`config.mk`:
```
export PLATFORM = sky130hd
export DESIGN_NAME = kws_outq
export DESIGN_NICKNAME = d
export VERILOG_FILES = /design/src/rtl/kws_pkg.sv /design/src/rtl/kws_outq.sv
export SDC_FILE = /design/constraint.sdc
export NUM_CORES = 1
export LEC_CHECK = 0
export ABC_AREA = 1
export BUFFER_PORTS_ARGS = -buffer_cell sky130_fd_sc_hd__buf_2
export CAP_MARGIN = 20
export CORE_MARGIN = 5
export CORE_UTILIZATION = 34
export CTS_CLUSTER_SIZE = 10
export DETAILED_ROUTE_END_ITERATION = 6
export MAX_ROUTING_LAYER = met4
export PLACE_DENSITY = 0.62
export SLEW_MARGIN = 0
export SYNTH_ARGS = -nofsm -noshare
export SYNTH_HDL_FRONTEND = slang
export SYNTH_SLANG_ARGS = --single-unit
```
`constraint.sdc`:
```
create_clock -name clk -period 1.5 [get_ports clk]
set_input_delay 0.225 -clock clk [delete_from_list [all_inputs] [get_ports clk]]
set_output_delay 0.225 -clock clk [all_outputs]
set_load 0.005 [all_outputs]
```
`src/rtl/kws_pkg.sv`:
```
// Package for the kernel window smoother: sizes, register codes and the
// structs passed between the pipeline modules. Depends on nothing.
package kws_pkg;

  localparam int WIN              = 5;
  localparam int HALF             = WIN / 2;
  localparam int TAPS             = WIN * WIN;
  localparam int LINES            = WIN - 1;
  localparam int MAX_WIDTH        = 1024;
  localparam int SAMPLE_BITS      = 16;
  localparam int WEIGHT_FRAC_BITS = 14;

  localparam int COL_W   = $clog2(MAX_WIDTH);
  localparam int FW_W    = 11;
  localparam int FH_W    = 16;
  localparam int ROW_W   = FH_W + 1;
  localparam int TOT_W   = FW_W + FH_W;
  localparam int POS_W   = ROW_W + FW_W;
  localparam int OCNT_W  = 26;
  localparam int IDX_W   = 3;
  localparam int DATA_W  = 16;
  localparam int SEL_W   = 5;

  localparam int TAP_W    = SAMPLE_BITS + 1;
  localparam int LINE_W   = LINES * TAP_W;
  localparam int WEIGHT_W = 16;
  localparam int PROD_W   = SAMPLE_BITS + WEIGHT_W;
  localparam int SUM_BITS = $clog2(TAPS);
  localparam int ROWSUM_W = PROD_W + $clog2(WIN);
  localparam int ROWW_W   = WEIGHT_W + $clog2(WIN);
  localparam int ACC_W    = PROD_W + SUM_BITS;
  localparam int WSUM_W   = WEIGHT_W + SUM_BITS;
  localparam int NUM_W    = ACC_W + 2;
  localparam int DEN_W    = WSUM_W + 1;
  localparam int DIV_STEPS  = 2;
  localparam int DIV_STAGES = SAMPLE_BITS / DIV_STEPS;

  typedef enum logic [IDX_W-1:0] {
    REG_FRAME_WIDTH,
    REG_FRAME_HEIGHT,
    REG_NORMALISE,
    REG_WEIGHT_SELECT,
    REG_WEIGHT_VALUE
  } cfg_reg_e;

  typedef logic [TAP_W-1:0] tap_t;
  typedef tap_t [TAPS-1:0] window_t;
  typedef logic signed [WEIGHT_W-1:0] weight_t;
  typedef weight_t [TAPS-1:0] weights_t;

  typedef struct packed {
    logic [FW_W-1:0]  w;
    logic [FH_W-1:0]  h;
    logic [TOT_W-1:0] total;
    logic [POS_W-1:0] thr;
  } geom_t;

  typedef struct packed {
    logic           valid;
    logic           last;
    logic [WIN-1:0] rowok;
    logic [WIN-1:0] colok;
  } win_meta_t;

  typedef struct packed {
    logic                     valid;
    logic                     last;
    logic                     centre;
    logic signed [ACC_W-1:0]  acc;
    logic signed [WSUM_W-1:0] wsum;
  } sum_t;

  typedef struct packed {
    logic [SAMPLE_BITS-1:0] smoothed;
    logic                   result_valid;
    logic                   frame_end;
  } result_t;

endpackage

```
`src/rtl/kws_outq.sv`:
```
// Two-entry output queue that parts the pipeline from the receiver's stall.
// Depends on kws_pkg.
module kws_outq (
  input  logic              clk,
  input  logic              rst,
  input  logic              push,
  input  kws_pkg::result_t  din,
  input  logic              stall,
  output logic              valid,
  output kws_pkg::result_t  dout,
  output logic              full
);
  import kws_pkg::*;

  result_t    entries [2];
  logic       wp, rp;
  logic [1:0] cnt;
  logic       pop;

  assign valid = cnt != 2'd0;
  assign full  = cnt == 2'd2;
  assign pop   = valid && !stall;
  assign dout  = entries[rp];

  always_ff @(posedge clk) begin
    if (rst) begin
      wp  <= 1'b0;
      rp  <= 1'b0;
      cnt <= 2'd0;
    end else begin
      if (push) begin
        wp <= !wp;
      end
      if (pop) begin
        rp <= !rp;
      end
      cnt <= cnt + 2'(push) - 2'(pop);
    end
  end

  always_ff @(posedge clk) begin
    if (push) begin
      entries[wp] <= din;
    end
  end

endmodule
```
== Word level (Yosys, flattened, before mapping) ==
Memory sizes are Yosys's and may differ from the RTL's. A register that Yosys moved wholly into a read port is not among the register bits.
Cells that the tools add are included.
Operators by class
  add/sub/neg operators: 2
  eq/ne operators: 1
  muxes and demuxes: 4
  reductions and logical operators: 5
Operators with widths (number)
  2-to-1 mux 1 bit: 4
  logical NOT 1 bit: 3
  adder 2 x 1 -> 2 bit: 1
  equality test 2 bit, second input constant: 1
  nonzero test 2 bit: 1
  subtractor 2 x 1 -> 2 bit: 1
  logical AND 1 bit: 1
Storage, ports and cells
  register bits after elaboration: 4
  bits in writable memories: 36
  output and inout bits: 20
  logic and storage cells: 16
  memories kept: 1
Memories
  entries: words 2, bits a word 18, rd ports 1, clocked after memory_dff 1, write ports 1, line kws_outq.sv:15  | result_t entries [2];

== Depth between registers and ports, before layout ==
  depth in word-level cells: 4
  mapped depth: 10
  mapped depth without buffers: 10

== Least setup slack after synthesis ==
No wires, ideal clock.
  path type: reg2reg
  start: register wp
  end: memory entries[0][0] in the netlist's numbering (enable)
  library setup time: 0.393 ns
  data arrival time: 1.100 ns
  data required time: 1.107 ns
  setup slack: 0.007 ns
  stages on the path, launching flop included: 2
  period minus slack after synthesis: 1.493 ns
  cells stage by stage: dfxtp_1 nor2_1
RTL lines
  start, declared: line kws_outq.sv:16  | logic wp, rp;
  start signal, assigned: line kws_outq.sv:32  | wp <= !wp;
  end, declared: line kws_outq.sv:15
No word-level cell before the write port.

==> impl_metrics.py <==
metrics = {
    "run_status": {
        "status": "finished, final reports clean",
    },
    "floorplan": {
        "dieWidth_um": 78.42,
        "rows": 24,
        "die_h_um": 78.42,
        "start_util": 0.3581,
        "die_area_mm2": 0.006149,
        "placeableCoreArea_mm2": 0.004444,
        "ios": 42,
    },
    "yosys": {
        "ys_warn_count": 0,
        "syn_nets": 116,
        "netlist_area_mm2": 0.001592,
        "synth_cells": 92,
        "ys_ff_latch": 41,
        "avgSynthCellArea_um2": 17.30,
        "synth_cell_type_count": 13,
        "seq_area_frac_synth": 0.7421,
    },
    "drt": {
        "first_pass_iters": 4,
        "drt_iter0_drc": 53,
        "highest_layer": "met4",
        "vias": 907,
        "wl_met3_um": 210,
        "routed-wl-met2_um": 1550,
        "wl_met1_um": 1219,
        "routedWlPerCell_um": 15.45,
        "viasPerCell": 4.628,
        "wl_um": 3028,
        "drc": 0,
        "postRouteAntennaNets": 0,
    },
    "setup_path": {
        "worst_ep_arrival_time_ns": 1.26,
        "worstPathCellList": "buf_8, mux2_4, buf_6",
        "endpoint_kind": "output port",
        "critPathBufInv": 2,
        "crit_required_ns": 1.27,
        "crit_type": "reg -> out",
        "crit_path_max_fanout": 7,
        "slowest_stage": "dfxtp_4",
        "critPathLaunchType": "flop",
        "crit_family": "flip-flops",
        "cp_slowest_stage_delay_ns": 0.40,
    },
    "power_and_ir_drop": {
        "totalPowerFinal_mw": 3.034,
        "irDropWorstVdd_v": 0.0006663,
        "leakage_nw": 0.8864,
        "power_density_mw_per_mm2": 1415,
    },
    "layout": {
        "most-common-layout-cells": "36 x edfxtp_1, 27 x buf_2, 18 x mux2_4, 14 x buf_6, 9 x nor2_1",
        "drive_above_1_share": 0.5625,
        "syn2layout_area_growth_pct": 34.75,
        "layout_commonest_cell": "edfxtp_1",
        "antennaDiodeCount": 0,
        "instances_no_fill": 196,
        "layout.nets": 168,
    },
    "global_route": {
        "grt_pass1_vias": 1018,
        "grt_overflow_total": 0,
        "grt_pass1_wl_um": 4871,
        "track_usage": 0.1102,
        "grt_start_max_net_pins": 20,
        "antenna_found_initial": 0,
    },
    "clocking": {
        "root_buffer": "clkbuf_8",
        "cts_tree": "done",
        "clk_path_buf_depth": 2,
        "insertion_delay_ns": 0.28,
        "clkTransAtPathRegs_ns": 0.07,
        "cts.htree.levels": 2,
        "cts_buffers": 5,
        "cts.sinks": 41,
    },
    "timing": {
        "min_period_ns": 1.481,
        "finalSetupViolations": 0,
        "final_max_slew_viol_count": 0,
        "clock_skew_ns": 0.006211,
        "worst_slew_pin_slew_ns": 0.2660,
        "fmaxAchievable_mhz": 675.2,
        "finalCritPeriodShare": 0.9874,
        "slew_headroom": 0.8226,
        "hold_viol_final": 0,
        "rsz0062_at_grt": "true",
        "finalWorstSetupSlack_ns": 0.01887,
    },
    "placed_design": {
        "hpwl_um": 2171,
        "gp_congestion": 0.7070,
        "post-place-cells": 188,
        "pre_cts_slack_ns": 0.06685,
        "port-buffer-count": 41,
    },
    "worst_hold_path": {
        "hold_path_class": "in -> reg",
    },
    "run": {
        "maxCapViolCount": 0,
    },
}
## power breakdown
group	internal, mW	switching, mW	total, mW	leakage (nW)
sequential	1.35	0.0594	1.41	0.381
clock	0.313	0.331	0.644	0.0387
combinational	0.567	0.410	0.977	0.467
## worst paths after layout
path                                end    from  slack, ns  cells past startpoint
worst min-delay path             cnt[0]     rst       0.12                      2
worst min register to register       wp      wp       0.52                      2
worst max-delay path            dout[4]    flop       0.02                      3
worst max register to register   cnt[1]  cnt[1]       0.06                      9
## cell usage after synthesis
cell | n | area [um2]
nand3_1 | 2 | 10.01
mux2_2 | 8 | 90.09
edfxtp_1 | 36 | 1081
ha_1 | 2 | 25.02
mux2_4 | 10 | 150.1
nor3_1 | 1 | 5.000
a21oi_1 | 1 | 5.000
buf_6 | 1 | 11.26
buf_12 | 1 | 20.02
dfxtp_1 | 5 | 100.1
nor2_1 | 10 | 37.54
inv_1 | 9 | 33.78
nand2_1 | 6 | 22.52
## per-layer routing
metal	up-vias	global-route usage
met5	-	-
met4	0	0.05245
met3	5	0.04005
met2	36	0.1858
met1	436	0.1146
li1	430	-
## cell families after synthesis
kind of cell | count (synthesis) | share of synthesized area
buffers and inverters | 11 | 0.04088
multiplexers | 18 | 0.1509
AND/OR/NAND/NOR | 19 | 0.04717
AO/OA/AOI/OAI | 1 | 0.003142
flip-flops | 41 | 0.7421
adder cells (fa/ha/maj) | 2 | 0.01572
## registers in the layout (all words and copies together) (netlist names), named ones only
name / count
wp: 1
rp: 1
entries: 36
cnt: 2
## final cells by class
| cell class | count | area [um2] |
|---|---|---|
| well taps | 52 | 65.06 |
| fillers | 400 | 2300 |
| inverters | 9 | 33.78 |
| multi-input cells | 40 | 409.1 |
| clock buffers | 6 | 72.57 |
| flip-flops and latches | 41 | 1187 |
| repair buffers | 47 | 372.9 |
| clock inverters | 1 | 3.754 |
## what timing repair did
action,in CTS,in global routing
pin swaps,0,4
setup endpoints to repair,11,14
buffers inserted,0,0
gates resized for setup,8,32
hold buffers,0,0
gates cloned,1,0
## worst reg2reg max path, stage by stage, from the launching register on
cell,delay [ns]
dfxtp_2,0.33
nor2_1,0.11
nor2_1,0.07
ha_1,0.30
inv_2,0.05
ha_4,0.16
nand2_1,0.12
nand3_2,0.09
nand2_2,0.07
nor2_1,0.04
## stage by stage
step	setup TNS [ns]	util	hold slack, ns	instance area (um2)
floorplan	0	-	0.2962	1592
global placement	0	0.4209	0.4148	1871
detailed placement	0	0.4209	0.4191	1871
CTS	-0.1636	0.4499	0.1178	1999
global route	-0.4531	0.4825	0.1052	2145
finish	0	0.4825	0.1246	2145
No activity file was read; power rests on OpenSTA's default activity.
