### src/rtl/kws_pkg.sv
// Package for the kernel window smoother: sizes, register codes and the
// structs passed between the pipeline modules. Depends on nothing.
package kws_pkg;

  localparam int WIN              = 5;
  localparam int HALF             = WIN / 2;
  localparam int TAPS             = WIN * WIN;
  localparam int LINES            = WIN - 1;
  localparam int MAX_WIDTH        = 1024;
  localparam int SAMPLE_BITS      = 16;
  localparam int WEIGHT_FRAC_BITS = 14;

  localparam int COL_W   = $clog2(MAX_WIDTH);
  localparam int FW_W    = 11;
  localparam int FH_W    = 16;
  localparam int ROW_W   = FH_W + 1;
  localparam int TOT_W   = FW_W + FH_W;
  localparam int POS_W   = ROW_W + FW_W;
  localparam int OCNT_W  = 26;
  localparam int IDX_W   = 3;
  localparam int DATA_W  = 16;
  localparam int SEL_W   = 5;

  localparam int TAP_W    = SAMPLE_BITS + 1;
  localparam int LINE_W   = LINES * TAP_W;
  localparam int WEIGHT_W = 16;
  localparam int PROD_W   = SAMPLE_BITS + WEIGHT_W;
  localparam int SUM_BITS = $clog2(TAPS);
  localparam int ROWSUM_W = PROD_W + $clog2(WIN);
  localparam int ROWW_W   = WEIGHT_W + $clog2(WIN);
  localparam int ACC_W    = PROD_W + SUM_BITS;
  localparam int WSUM_W   = WEIGHT_W + SUM_BITS;
  localparam int NUM_W    = ACC_W + 2;
  localparam int DEN_W    = WSUM_W + 1;
  localparam int DIV_STEPS  = 2;
  localparam int DIV_STAGES = SAMPLE_BITS / DIV_STEPS;

  typedef enum logic [IDX_W-1:0] {
    REG_FRAME_WIDTH,
    REG_FRAME_HEIGHT,
    REG_NORMALISE,
    REG_WEIGHT_SELECT,
    REG_WEIGHT_VALUE
  } cfg_reg_e;

  typedef logic [TAP_W-1:0] tap_t;
  typedef tap_t [TAPS-1:0] window_t;
  typedef logic signed [WEIGHT_W-1:0] weight_t;
  typedef weight_t [TAPS-1:0] weights_t;

  typedef struct packed {
    logic [FW_W-1:0]  w;
    logic [FH_W-1:0]  h;
    logic [TOT_W-1:0] total;
    logic [POS_W-1:0] thr;
  } geom_t;

  typedef struct packed {
    logic           valid;
    logic           last;
    logic [WIN-1:0] rowok;
    logic [WIN-1:0] colok;
  } win_meta_t;

  typedef struct packed {
    logic                     valid;
    logic                     last;
    logic                     centre;
    logic signed [ACC_W-1:0]  acc;
    logic signed [WSUM_W-1:0] wsum;
  } sum_t;

  typedef struct packed {
    logic [SAMPLE_BITS-1:0] smoothed;
    logic                   result_valid;
    logic                   frame_end;
  } result_t;

endpackage

### src/rtl/kws_div.sv
// Rounding divider: setup stage, then two quotient bits per stage, with
// saturation to the sample width. Plain mode divides by the unit weight.
// Depends on kws_pkg.
module kws_div (
  input  logic              clk,
  input  logic              rst,
  input  logic              en,
  input  logic              normalise,
  input  kws_pkg::sum_t     sum,
  output logic              res_valid,
  output kws_pkg::result_t  res
);
  import kws_pkg::*;

  typedef struct packed {
    logic [NUM_W-1:0]       rem;
    logic [SAMPLE_BITS-1:0] q;
  } div_state_t;

  logic                   neg_acc, wneg, sat0, ok0, neg0;
  logic [ACC_W-1:0]       mag;
  logic [WSUM_W-1:0]      wmag, dsel;
  logic [NUM_W-1:0]       num;
  logic [DEN_W-1:0]       den;

  logic                   dv   [DIV_STAGES+1];
  logic                   dl   [DIV_STAGES+1];
  logic                   dok  [DIV_STAGES+1];
  logic                   dneg [DIV_STAGES+1];
  logic                   dsat [DIV_STAGES+1];
  logic [DEN_W-1:0]       dden [DIV_STAGES+1];
  div_state_t             dst  [DIV_STAGES+1];
  div_state_t             nst  [1:DIV_STAGES];

  logic [SAMPLE_BITS-1:0] qf;
  logic                   big;

  // numerator 2|acc|+d over 2d gives round half away from zero
  always_comb begin
    neg_acc = sum.acc[ACC_W-1];
    mag     = neg_acc ? ACC_W'(-sum.acc) : ACC_W'(sum.acc);
    wneg    = sum.wsum[WSUM_W-1];
    wmag    = wneg ? WSUM_W'(-sum.wsum) : WSUM_W'(sum.wsum);
    dsel    = normalise ? wmag : WSUM_W'(1 << WEIGHT_FRAC_BITS);
    num     = (NUM_W'(mag) << 1) + NUM_W'(dsel);
    den     = {dsel, 1'b0};
    sat0    = num >= (NUM_W'(den) << SAMPLE_BITS);
    ok0     = sum.centre && (!normalise || (sum.wsum != '0));
    neg0    = neg_acc ^ (normalise && wneg);
  end

  always_comb begin
    div_state_t  st;
    logic [NUM_W-1:0] ds;
    int          bitpos;
    for (int j = 1; j <= DIV_STAGES; j++) begin
      st = dst[j-1];
      for (int s = 0; s < DIV_STEPS; s++) begin
        bitpos = SAMPLE_BITS - 1 - (j - 1) * DIV_STEPS - s;
        ds = NUM_W'(dden[j-1]) << bitpos;
        if (st.rem >= ds) begin
          st.rem = st.rem - ds;
          st.q[bitpos] = 1'b1;
        end
      end
      nst[j] = st;
    end
  end

  always_ff @(posedge clk) begin
    if (rst) begin
      for (int j = 0; j <= DIV_STAGES; j++) begin
        dv[j] <= 1'b0;
      end
    end else if (en) begin
      dv[0] <= sum.valid;
      for (int j = 1; j <= DIV_STAGES; j++) begin
        dv[j] <= dv[j-1];
      end
    end
  end

  always_ff @(posedge clk) begin
    if (en) begin
      dl[0]   <= sum.last;
      dok[0]  <= ok0;
      dneg[0] <= neg0;
      dsat[0] <= sat0;
      dden[0] <= den;
      dst[0]  <= '{rem: (sat0 ? '0 : num), q: '0};
      for (int j = 1; j <= DIV_STAGES; j++) begin
        dl[j]   <= dl[j-1];
        dok[j]  <= dok[j-1];
        dneg[j] <= dneg[j-1];
        dsat[j] <= dsat[j-1];
        dden[j] <= dden[j-1];
        dst[j]  <= nst[j];
      end
    end
  end

  always_comb begin
    qf  = dst[DIV_STAGES].q;
    big = dsat[DIV_STAGES] || qf[SAMPLE_BITS-1];
    if (!dok[DIV_STAGES]) begin
      res.smoothed = '0;
    end else if (dneg[DIV_STAGES]) begin
      res.smoothed = big ? {1'b1, {(SAMPLE_BITS-1){1'b0}}} : SAMPLE_BITS'(-qf);
    end else begin
      res.smoothed = big ? {1'b0, {(SAMPLE_BITS-1){1'b1}}} : qf;
    end
    res.result_valid = dok[DIV_STAGES];
    res.frame_end    = dl[DIV_STAGES];
    res_valid        = dv[DIV_STAGES];
  end

endmodule

### config.mk
export PLATFORM = sky130hd
export DESIGN_NAME = kws_div
export DESIGN_NICKNAME = d
export VERILOG_FILES = /design/src/rtl/kws_pkg.sv /design/src/rtl/kws_div.sv
export SDC_FILE = /design/constraint.sdc
export NUM_CORES = 2
export LEC_CHECK = 0
export BUFFER_PORTS_ARGS = -buffer_cell sky130_fd_sc_hd__buf_2
export CELL_PAD_IN_SITES_DETAIL_PLACEMENT = 1
export CELL_PAD_IN_SITES_GLOBAL_PLACEMENT = 2
export CORE_UTILIZATION = 35
export CTS_BUF_LIST = sky130_fd_sc_hd__clkbuf_4 sky130_fd_sc_hd__clkbuf_8 sky130_fd_sc_hd__clkbuf_16
export DETAILED_ROUTE_END_ITERATION = 6
export HOLD_SLACK_MARGIN = 0.06
export PLACE_DENSITY_LB_ADDON = 0.1
export SLEW_MARGIN = 10
export SYNTH_ARGS = -nofsm -noshare
export SYNTH_HDL_FRONTEND = slang
export SYNTH_SLANG_ARGS = --single-unit
export TNS_END_PERCENT = 5
### constraint.sdc
create_clock -name clk -period 8.82 [get_ports clk]
set_input_delay 2.205 -clock clk [delete_from_list [all_inputs] [get_ports clk]]
set_output_delay 2.205 -clock clk [all_outputs]
set_load 0.01 [all_outputs]
After elaboration in Yosys (flattened, before gate mapping)
Memories as Yosys holds them, arrays and structs flattened.
Index checks and enable logic that the tools add are counted.
{"block": "totals", "reg_bits": 0, "ramBits": 738, "input_bits": 65, "memories": 7}
{"block": "op_classes", "addsub": 20, "n_lt_le_gt_ge": 17, "mux": 54, "bitwise": 10, "n_reduce_logical": 6}
{"name": "dst", "words": 9, "width": 55, "read_ports": 9, "rd_clocked_by_memory_dff": 0, "write_ports": 9, "line": "kws_div.sv:32", "text": "div_state_t dst [DIV_STAGES+1];"}
{"name": "dden", "words": 9, "width": 22, "read_ports": 8, "rd_clocked_by_memory_dff": 0, "write_ports": 9, "line": "kws_div.sv:31", "text": "logic [DEN_W-1:0] dden [DIV_STAGES+1];"}
{"name": "dl", "words": 9, "width": 1, "read_ports": 9, "rd_clocked_by_memory_dff": 0, "write_ports": 9, "line": "kws_div.sv:27", "text": "logic dl [DIV_STAGES+1];"}
{"name": "dneg", "words": 9, "width": 1, "read_ports": 9, "rd_clocked_by_memory_dff": 0, "write_ports": 9, "line": "kws_div.sv:29", "text": "logic dneg [DIV_STAGES+1];"}
{"name": "dok", "words": 9, "width": 1, "read_ports": 9, "rd_clocked_by_memory_dff": 0, "write_ports": 9, "line": "kws_div.sv:28", "text": "logic dok [DIV_STAGES+1];"}
{"name": "dsat", "words": 9, "width": 1, "read_ports": 9, "rd_clocked_by_memory_dff": 0, "write_ports": 9, "line": "kws_div.sv:30", "text": "logic dsat [DIV_STAGES+1];"}
{"name": "+1 memories"}
{"operator": "$mux W39", "count": 16}
{"operator": "$mux W16", "count": 4}
{"operator": "$mux W21", "count": 2}
{"operator": "$mux W40", "count": 1}
{"operator": "$add A38 B21 Y39", "count": 1}
{"operator": "$ge A39 B22 Y1", "count": 1}
{"operator": "$ge A39 B23 Y1", "count": 1}
{"operator": "$ge A39 B24 Y1", "count": 1}
{"operator": "$ge A39 B25 Y1", "count": 1}
{"operator": "$ge A39 B26 Y1", "count": 1}
{"operator": "$ge A39 B27 Y1", "count": 1}
{"operator": "$ge A39 B28 Y1", "count": 1}
{"operator": "$ge A39 B29 Y1", "count": 1}
{"operator": "$ge A39 B30 Y1", "count": 1}
{"operator": "$ge A39 B31 Y1", "count": 1}
{"operator": "$ge A39 B32 Y1", "count": 1}
{"operator": "$ge A39 B33 Y1", "count": 1}
{"operator": "$ge A39 B34 Y1", "count": 1}
{"operator": "$ge A39 B35 Y1", "count": 1}
{"operator": "$ge A39 B36 Y1", "count": 1}
{"operator": "$ge A39 B37 Y1", "count": 1}
{"operator": "$ge A39 B38 Y1", "count": 1}
{"operator": "$sub A39 B22 Y39", "count": 1}
{"operator": "$sub A39 B23 Y39", "count": 1}
{"operator": "other kinds (25)", "count": 64}

Depth between registers and ports, before layout
{"block": "depth", "ltp_word": 6, "depth_mapped": 35, "depth_no_buf": 34}

Worst setup path after synthesis
Ideal clock, no wire load.
{"block": "synth_path", "path_type": "input port to flip-flop", "from": "input port sum[57] in the netlist's numbering", "to": "memory dst[0][50] in the netlist's numbering (data pin)", "setup_ns": 0.278, "arrival_time_ns": 8.799, "required_time_ns": 8.542, "slack_ns": -0.257, "cell_stages": 33, "cell_sequence": "clkbuf_1 > clkbuf_1 > clkbuf_1 > clkbuf_1 > o21ai_0 > xnor2_1 > ha_1 > a21o_1 > nand2_1 > and3_1 > o31ai_1 > a221o_1 > a21oi_1 > maj3_1 > o21ai_0 > a21oi_1 > o21bai_1 > clkbuf_1 > a31oi_1 > ha_1 > nand3_1 > nand2b_1 > nor4_1 > and3_1 > nand4_1 > nor4_1 > o2111ai_1 > or4_1 > nand3_1 > nand4b_1 > nand2_1 > clkbuf_1 > a311oi_1"}
{"element": "start, declared", "line": "kws_div.sv:9", "text": "input kws_pkg::sum_t sum,"}
{"element": "end, declared", "line": "kws_div.sv:32"}

==> reports/metrics.cfg <==
[cts]
h-tree-depth = 3
clockBufferDepth = 3
cts_root_buf = clkbuf_16
cts_tree = built
cts_sinks = 597
clk_pin_slew_ps = 60
holdBufCountCts = 0
clock_latency_ps = 660
cts_buffers = 74

[cells_and_area]
drive_gt1_share_pct = 10.4
diodes = 0
utilization_pct = 39.8
fin_nets = 5267
final_area_sq_um = 50200
final_cells = 6519
areaGrowthSynthToFinish_pct = 12.5
fillers = 14316

[sta]
period_minus_slack_ps = 8280
whs_ps = 417
slew-limit-headroom_pct = 26.1
rsz0062_at_grt = false
drv_slew = 0
hold_viol = 0
setup_violations = 0
clock.fmax_mhz = 121
fin_skew_ps = 26.7
finalCritPeriodShare_pct = 93.9
tightest_slew_ps = 1100

[status]
status = completed

[placed_design]
io_buffers = 83
place_congestion = 0.835
hpwl_um = 111000
dp_cells = 6384
placed_area_sq_um = 47700

[routing]
firstDrtPassIters = 7
drcViolationCount = 0
vias = 34996
post_drt_wl_per_cell_um = 20.8
drt_iter0_drc = 1528
drt_wl_total_um = 136000
drt-vias-per-instance = 5.37
antenna_left = 0

[pwr]
pwr-share-clk_pct = 15.3
p_comb_share_pct = 60.3
vdd_drop_max_v = 0.000148
sw_frac_of_total_pct = 43.2
seqPwrFrac_pct = 24.4
switchingPower_mw = 8.58
p_per_area_nw_per_um2 = 395
p_leak_nw = 19.9
intPower_mw = 11.3

[synth]
ys_ff_latch = 597
ys_types = 89
synthArstFlopShare_pct = 0
yosys_warnings = 0
synth_compound_area_share_pct = 17.2
synth_cells = 4623
synth-edff-count = 597
synth_top_cell_area_share_pct = 40.2
synth_area_leaders = edfxtp_1, ha_1, xnor2_1
synth_mux_area_share_pct = 2.88
seq_area_frac_synth_pct = 40.2
syn_area_per_cell_sq_um = 9.65
synth_fa_ha_area_share_pct = 11.3
netlist.top_cell.by_area = edfxtp_1
synth_top_family_by_area = compound AO/OA/AOI/OAI gates
yosys.area_share.simple_pct = 16.5
ys.flop_type = edfxtp_1
synthXorXnorAreaFrac_pct = 8.03
synth_area_sq_um = 44600
synth_fp_nets = 5080

[floorplan]
start_util_pct = 35.4
core_sq_um = 126000
fp.dieW_um = 359
dieArea_sq_um = 129000
ios = 84
rows = 130
die_h_um = 359

[global_route]
grt_pass1_vias = 36911
met3_usage_pct = 2.21
grt_max_degree = 165
use_met2_pct = 40.7
top_usage_layer = met2
antenna_found_initial = 1
grt_overflow = 0
use_met1_pct = 24.2
grt_pass1_wl_um = 213000
grt_usage_pct = 20.9

[min_path]
hp-class = reg -> reg
worstHoldPathCells = 0

[setup_path]
cp-end-kind = register
worstPathArrival_ps = 8660
worstSetupPathType = in -> reg
cp_slowest_cell = or4_1
crit_fanout = 12
ff2ff_path_depth = 24
slowest_delay_ps = 470
cp.required_ps = 9200
critPathLaunchType = input pin

[flow_run]
maxCapViolCount = 0

==> registers in the layout, summed over array words and instances, names as in the netlist <==
| name | flops |
|---|---|
| dden | 168 |
| dl | 9 |
| dneg | 9 |
| dok | 9 |
| dsat | 9 |
| dst | 384 |
| dv | 9 |
==> critical path, delay by kind of cell <==
| family | cells | cell delay (ps) |
|---|---|---|
| buf+inv | 5 | 570 |
| simple gates | 13 | 2490 |
| xor+xnor | 2 | 230 |
| compound gates | 11 | 2200 |
| fa+ha+maj | 3 | 970 |
==> metrics by stage <==
step / TNS, ps / worst slack [ps] / total power [mW]
finish: 0 / 536 / 19.9
global route: 0 / 8.78 / 21.6
CTS: 0 / 445 / 20.1
detailed placement: -7260 / -231 / 16.9
global placement: -1980 / -108 / 16.8
floorplan: 0 / 41.6 / 13.7
==> layer usage <==
metal	routed length [um]	share of wire [%]
met5	0	0
met2	73100	54
met1	57400	42
met3	2410	1.8
met4	2600	1.9
==> cell usage after synthesis, types with 9 or more instances <==
| library cell | count |
|---|---|
| edfxtp_1 | 597 |
| nand2_1 | 389 |
| ha_1 | 376 |
| inv_1 | 343 |
| a21oi_1 | 318 |
| o21ai_0 | 313 |
| nor2_1 | 292 |
| xnor2_1 | 249 |
| xor2_1 | 160 |
| a21o_1 | 145 |
| nor3_1 | 108 |
| nand3_1 | 95 |
| clkbuf_1 | 89 |
| mux2_2 | 85 |
| nand4_1 | 81 |
| nand2b_1 | 75 |
| o21a_1 | 66 |
| o31ai_1 | 62 |
| and3_1 | 59 |
| nor2b_1 | 59 |
| nor4_1 | 50 |
| and2_1 | 45 |
| or3_1 | 43 |
| a31oi_1 | 41 |
| o21bai_1 | 38 |
| or2_2 | 36 |
| a211oi_1 | 33 |
| or4_1 | 28 |
| nor3b_1 | 21 |
| o211ai_1 | 20 |
| a211o_1 | 16 |
| fa_1 | 16 |
| mux2i_1 | 16 |
| o41ai_1 | 16 |
| a311oi_1 | 15 |
| and4_1 | 15 |
| o31a_1 | 15 |
| nand3b_1 | 14 |
| a21boi_0 | 12 |
| mux2_4 | 11 |
| nand4b_1 | 10 |
| o2111ai_1 | 10 |
| a41oi_1 | 9 |
==> kinds of logic after synthesis <==
logic type | after synthesis
adder cells (fa/ha/maj) | 393
flip-flops | 597
other | 1
multiplexers | 112
AND/OR/NAND/NOR | 1450
AO/OA/AOI/OAI | 1208
XOR/XNOR | 409
buffers and inverters | 453
==> repair_timing <==
action | CTS | global route
gates resized for setup | 0 | 6
setup endpoints to repair | 0 | 39
buffers inserted | 0 | 0
==> power by group through the flow <==
| stage | sequential, mW | clock (mW) | combinational, mW |
|---|---|---|---|
| floorplan | 4.62 | 0 | 9.12 |
| detailed placement | 4.93 | 0 | 12.0 |
| finish | 4.85 | 3.03 | 12.0 |
| global route | 4.92 | 3.23 | 13.4 |
| CTS | 4.87 | 3.14 | 12.1 |
| global placement | 4.92 | 0 | 11.9 |
==> cell type report <==
| type | instances | area, sq um | share of cell area [%] |
|---|---|---|---|
| timing repair buffer | 220 | 1490 | 2.97 |
| inverter | 344 | 1290 | 2.57 |
| multi-input combinational | 3573 | 25000 | 49.8 |
| clock buffer | 82 | 1930 | 3.84 |
| tap | 1650 | 2060 | 4.11 |
| sequential | 597 | 17900 | 35.7 |
| clock inverter | 53 | 510 | 1.02 |
==> placed cells by master, fill, tap and decap left out, types with 20 or more instances in the layout <==
cell / count
a211oi_1: 33
a21o_1: 145
a21oi_1: 316
a31oi_1: 41
and2_1: 45
and3_1: 59
buf_2: 82
buf_4: 134
clkbuf_16: 75
edfxtp_1: 597
ha_1: 376
inv_1: 343
mux2_2: 85
nand2_1: 389
nand2b_1: 75
nand3_1: 95
nand4_1: 81
nor2_1: 291
nor2b_1: 59
nor3_1: 108
nor3b_1: 20
nor4_1: 48
o211ai_1: 20
o21a_1: 66
o21ai_0: 313
o21bai_1: 37
o31ai_1: 61
or2_2: 36
or3_1: 43
or4_1: 28
xnor2_1: 249
xor2_1: 160
==> path summary, 6_finish.rpt <==
| check | from | endpoint | slack, ps |
|---|---|---|---|
| setup reg to reg | dden[0][148]$_DFFE_PP_ | dst[0][433]$_DFFE_PP_ | 910 |
| hold reg to reg | dst[0][393]$_DFFE_PP_ | dst[0][448]$_DFFE_PP_ | 420 |
| hold / removal | dst[0][393]$_DFFE_PP_ | dst[0][448]$_DFFE_PP_ | 420 |
| setup / recovery | sum[0] | dst[0][50]$_SDFFCE_PP0P_ | 540 |
Note: power is estimated with default switching activity, not from simulation.
